File: src/rtl/ibcm_ram.sv
// Generic single-write, single-read synchronous RAM with registered read data.
// No dependencies.
`default_nettype none

module ibcm_ram #(
    parameter int Width = 8,
    parameter int Depth = 256
) (
    input  wire logic                     clk,
    input  wire logic                     we,
    input  wire logic [$clog2(Depth)-1:0] waddr,
    input  wire logic [Width-1:0]         wdata,
    input  wire logic                     re,
    input  wire logic [$clog2(Depth)-1:0] raddr,
    output logic      [Width-1:0]         rdata
);

    logic [Width-1:0] mem [Depth];

    always_ff @(posedge clk)
    begin
        if (we)
        begin
            mem[waddr] <= wdata;
        end
        if (re)
        begin
            rdata <= mem[raddr];
        end
    end

endmodule

`default_nettype wire

File: config.mk
export PLATFORM = sky130hd
export DESIGN_NAME = ibcm_ram
export DESIGN_NICKNAME = d
export VERILOG_FILES = /design/src/rtl/ibcm_ram.sv
export SDC_FILE = /design/constraint.sdc
export NUM_CORES = 2
export LEC_CHECK = 0
export ABC_AREA = 0
export BUFFER_PORTS_ARGS = -buffer_cell sky130_fd_sc_hd__buf_2
export CORE_ASPECT_RATIO = 0.8
export CORE_MARGIN = 2
export CORE_UTILIZATION = 55
export DETAILED_ROUTE_END_ITERATION = 10
export PLACE_DENSITY = 0.72
export RECOVER_POWER = 100
export SETUP_SLACK_MARGIN = 0.1
export SKIP_LAST_GASP = 1
export SLEW_MARGIN = 0
export SYNTH_ARGS = -nofsm -noshare
export SYNTH_HDL_FRONTEND = slang
export SYNTH_SLANG_ARGS = --single-unit
File: constraint.sdc
create_clock -name clk -period 6.1 [get_ports clk]
set_input_delay 0.61 -clock clk [delete_from_list [all_inputs] [get_ports clk]]
set_output_delay 0.61 -clock clk [all_outputs]
set_load 0.005 [all_outputs]
==> run metrics <==
outcome finished, violations left; Synth Area per Inst between 20 and 25 µm²; RSZ-0062 raised after global routing no; largest stage delay on the critical path 3750 ps; final-report setup violation count 0; MaxCap Viol Count 14; Synth Area in XOR/XNOR 0%; Comb power frac 4.8%; Post-CTS Setup Bufs 0; CTS Buffer Depth 3; sequential share of the synthesized area 77.5%; Core Region 143000 µm²; most common flop cell mapped by yosys edfxtp_1; setup slack on the worst flop-to-flop path 2850 ps; Die X 429 µm; Post-Synthesis Net Count 3760; Peak supply drop 0.328 mV; critical path required time 5930 ps; # resized after CTS 0; setup ws final approximately 1300 ps; most common cell after layout, fill and taps aside edfxtp_1; root buf cell clkbuf_16; area grow syn2layout 10.1%; r2r endpoint rdata[5]$_DFFE_PP_; critical path endpoint category register; clk sink count a little over 2000; final number of max-transition violations 1092; Synth Area in Compound Gates 3.42%; CTS Hold Bufs 0; CP max FO 119; Post-Syn Instances approximately 3700; CP Launch Point wdata[1]; H-tree depth 4; internal power 22.5 mW; worst setup path end mem[52][1]$_DFFE_PP_; Non-Filler Instances 5849; # rows 124; failing checks capacitance limit, slew limit; DRC 0; Post-synth EDFFs 2056; Worst Reg-to-Reg Cells 6; Avg WL per Cell between 30 and 40 µm; Final Hold Viols 0; adder-cell share of the synthesized area 0%; TritonRoute pass-1 iters 6; WP buf/inv 1; antenna violations before repair 11; CP max-delay cell clkdlybuf4s25_1; Die Span Y ~340 µm; largest family of logic cells by synthesized area multiplexers; Worst setup SP type primary input; clk slew on worst S/H paths 60 ps; Clk Latency, worst-skew pair 820 ps; Seq pwr share a little over half; P_leak 26.8 nW; critical-path cell list clkdlybuf4s25_1; WP depth 1; first-pass GRT wire length 279000 µm; CP Class primary input to register; drt initial violations 6025; layout cells sized above 1 21.1%; GRT overflow 0; worst path arrival time 4660 ps; port bufs 34; dpl cells around 5500; Antenna Nets Post-Route 0; fin crit share 79.2%; Clock power frac between 40 and 50%; vias roughly 39000; multiplexer share of the synthesized area 14.6%; pin count of the biggest net entering global routing 191; CTS tree yes; Worst Skew roughly 25 ps; power density over the cells 325 nW/µm²; Yosys cell types 54; hold slack 293 ps; Sw Share 21.0%; Nets 3839; Post-DP HPWL 115000 µm; HP Class primary input to register; Final Core Density around 60%; num ports 35; Fin Setup TNS 0 ps; full die area 148000 µm²; DP Area 81900 µm²; Switch Pwr 5.98 mW; asr flop ratio synth 0%; overall global routing resource usage 26.5%; fmax around 210 MHz; Mapped Area 79600 µm²; Via-to-Cell Ratio around 6.7; most frequent cells in the layout edfxtp_1, mux4_2, nor2_1; Inserted Clock Buffers 184; post-place setup slack 1360 ps; Period minus WS final 4830 ps; wirelength, routed 194000 µm; initial cell density of the core 55.6%; Worst slew margin -256%; vias in the first global route approximately 38000; post-synthesis simple-gate area fraction 2.63%; Tot Pwr 28.5 mW; Non-Filler Cell Area, Final 87700 µm²; FF+latch count, synth 2056; GP Congestion slightly below 0.9; cell family with most CP delay buffers and inverters; RR Startpoint mem[27][5]$_DFFE_PP_; synth warn 0; worst slew pin tran roughly 5300 ps; Fill cells 9693
==> power by group through the flow <==
stage,logic [mW],registers [mW],clock network [mW]
2_1_floorplan,0.757,15.9,0
3_3_place_gp,1.35,15.9,0
3_5_place_dp,1.37,15.9,0
4_1_cts,1.38,15.6,11.5
5_1_grt,1.44,15.6,12.1
6_report,1.38,15.6,11.5
==> worst reg2reg max path, stage by stage (launching register included) <==
cell and delay [ps]:
edfxtp_1 360, mux4_2 500, a22o_1 270, a221oi_1 330
o221ai_1 210, a211oi_1 1170, nor4_1 100
==> how the worst min path moves through the flow <==
stage | start | to | slack (ps) | cells past startpoint
after floorplan | wdata[0] | mem[0][0]$_DFFE_PP_ | 710 | 0
after global placement | wdata[3] | mem[60][3]$_DFFE_PP_ | 1060 | 1
after detailed placement | wdata[3] | mem[60][3]$_DFFE_PP_ | 1080 | 1
after CTS | wdata[3] | mem[176][3]$_DFFE_PP_ | 220 | 1
after global routing | wdata[0] | mem[204][0]$_DFFE_PP_ | 320 | 1
final | wdata[0] | mem[207][0]$_DFFE_PP_ | 290 | 1
==> cells in the mapped netlist (all sizes together), types with 2 or more instances <==
library cell / number / area, µm²
o32ai: 5 / 51.3
clkbuf: 111 / 417
o22a: 5 / 43.8
a21oi: 96 / 480
and3b: 2 / 17.5
nor2: 282 / 1060
o211ai: 10 / 75.1
o21ai: 12 / 60.1
edfxtp: 2056 / 61700
nand2b: 8 / 50.1
a31oi: 2 / 12.5
o22ai: 28 / 175
mux2i: 134 / 1340
and2: 6 / 37.5
o221ai: 47 / 418
or2: 4 / 25.0
nand3: 34 / 170
buf: 122 / 1030
a311oi: 2 / 17.5
a22oi: 133 / 998
nand4: 10 / 62.6
a2111oi: 5 / 52.6
nor2b: 31 / 194
a211oi: 16 / 120
mux4: 456 / 10300
nor3: 22 / 110
nor4: 27 / 188
a22o: 8 / 70.1
a221oi: 14 / 129
nand2: 33 / 124
nand3b: 2 / 15.0
==> kinds of logic after synthesis <==
family | count (synthesis)
compound gates | 385
flops | 2056
mux | 591
simple gates | 466
buf+inv | 235
==> state kept, by name, summed over array words and instances, names as in the netlist <==
signal  count
rdata       8
mem      2048
==> layer usage <==
metal / routed length (µm) / track usage [%] / vias to the layer above
met5: 41 / 0 / -
li1: - / - / 15900
met1: 76400 / 39.4 / 20500
met4: 5370 / 8.03 / 6
met3: 23100 / 6.41 / 301
met2: 89100 / 39.4 / 2499
==> area by class of cell <==
class | instances | area (µm²) | share of cell area [%]
clock buffer | 224 | 4860 | 5.55
sequential | 2056 | 61700 | 70.4
antenna | 2 | 5.00 | 0.00571
multi-input combinational | 1442 | 16500 | 18.8
clock inverter | 107 | 1000 | 1.14
tap | 1890 | 2360 | 2.70
timing repair buffer | 126 | 1160 | 1.33
inverter | 2 | 7.51 | 0.00856
(Power assumes the default switching activity.)
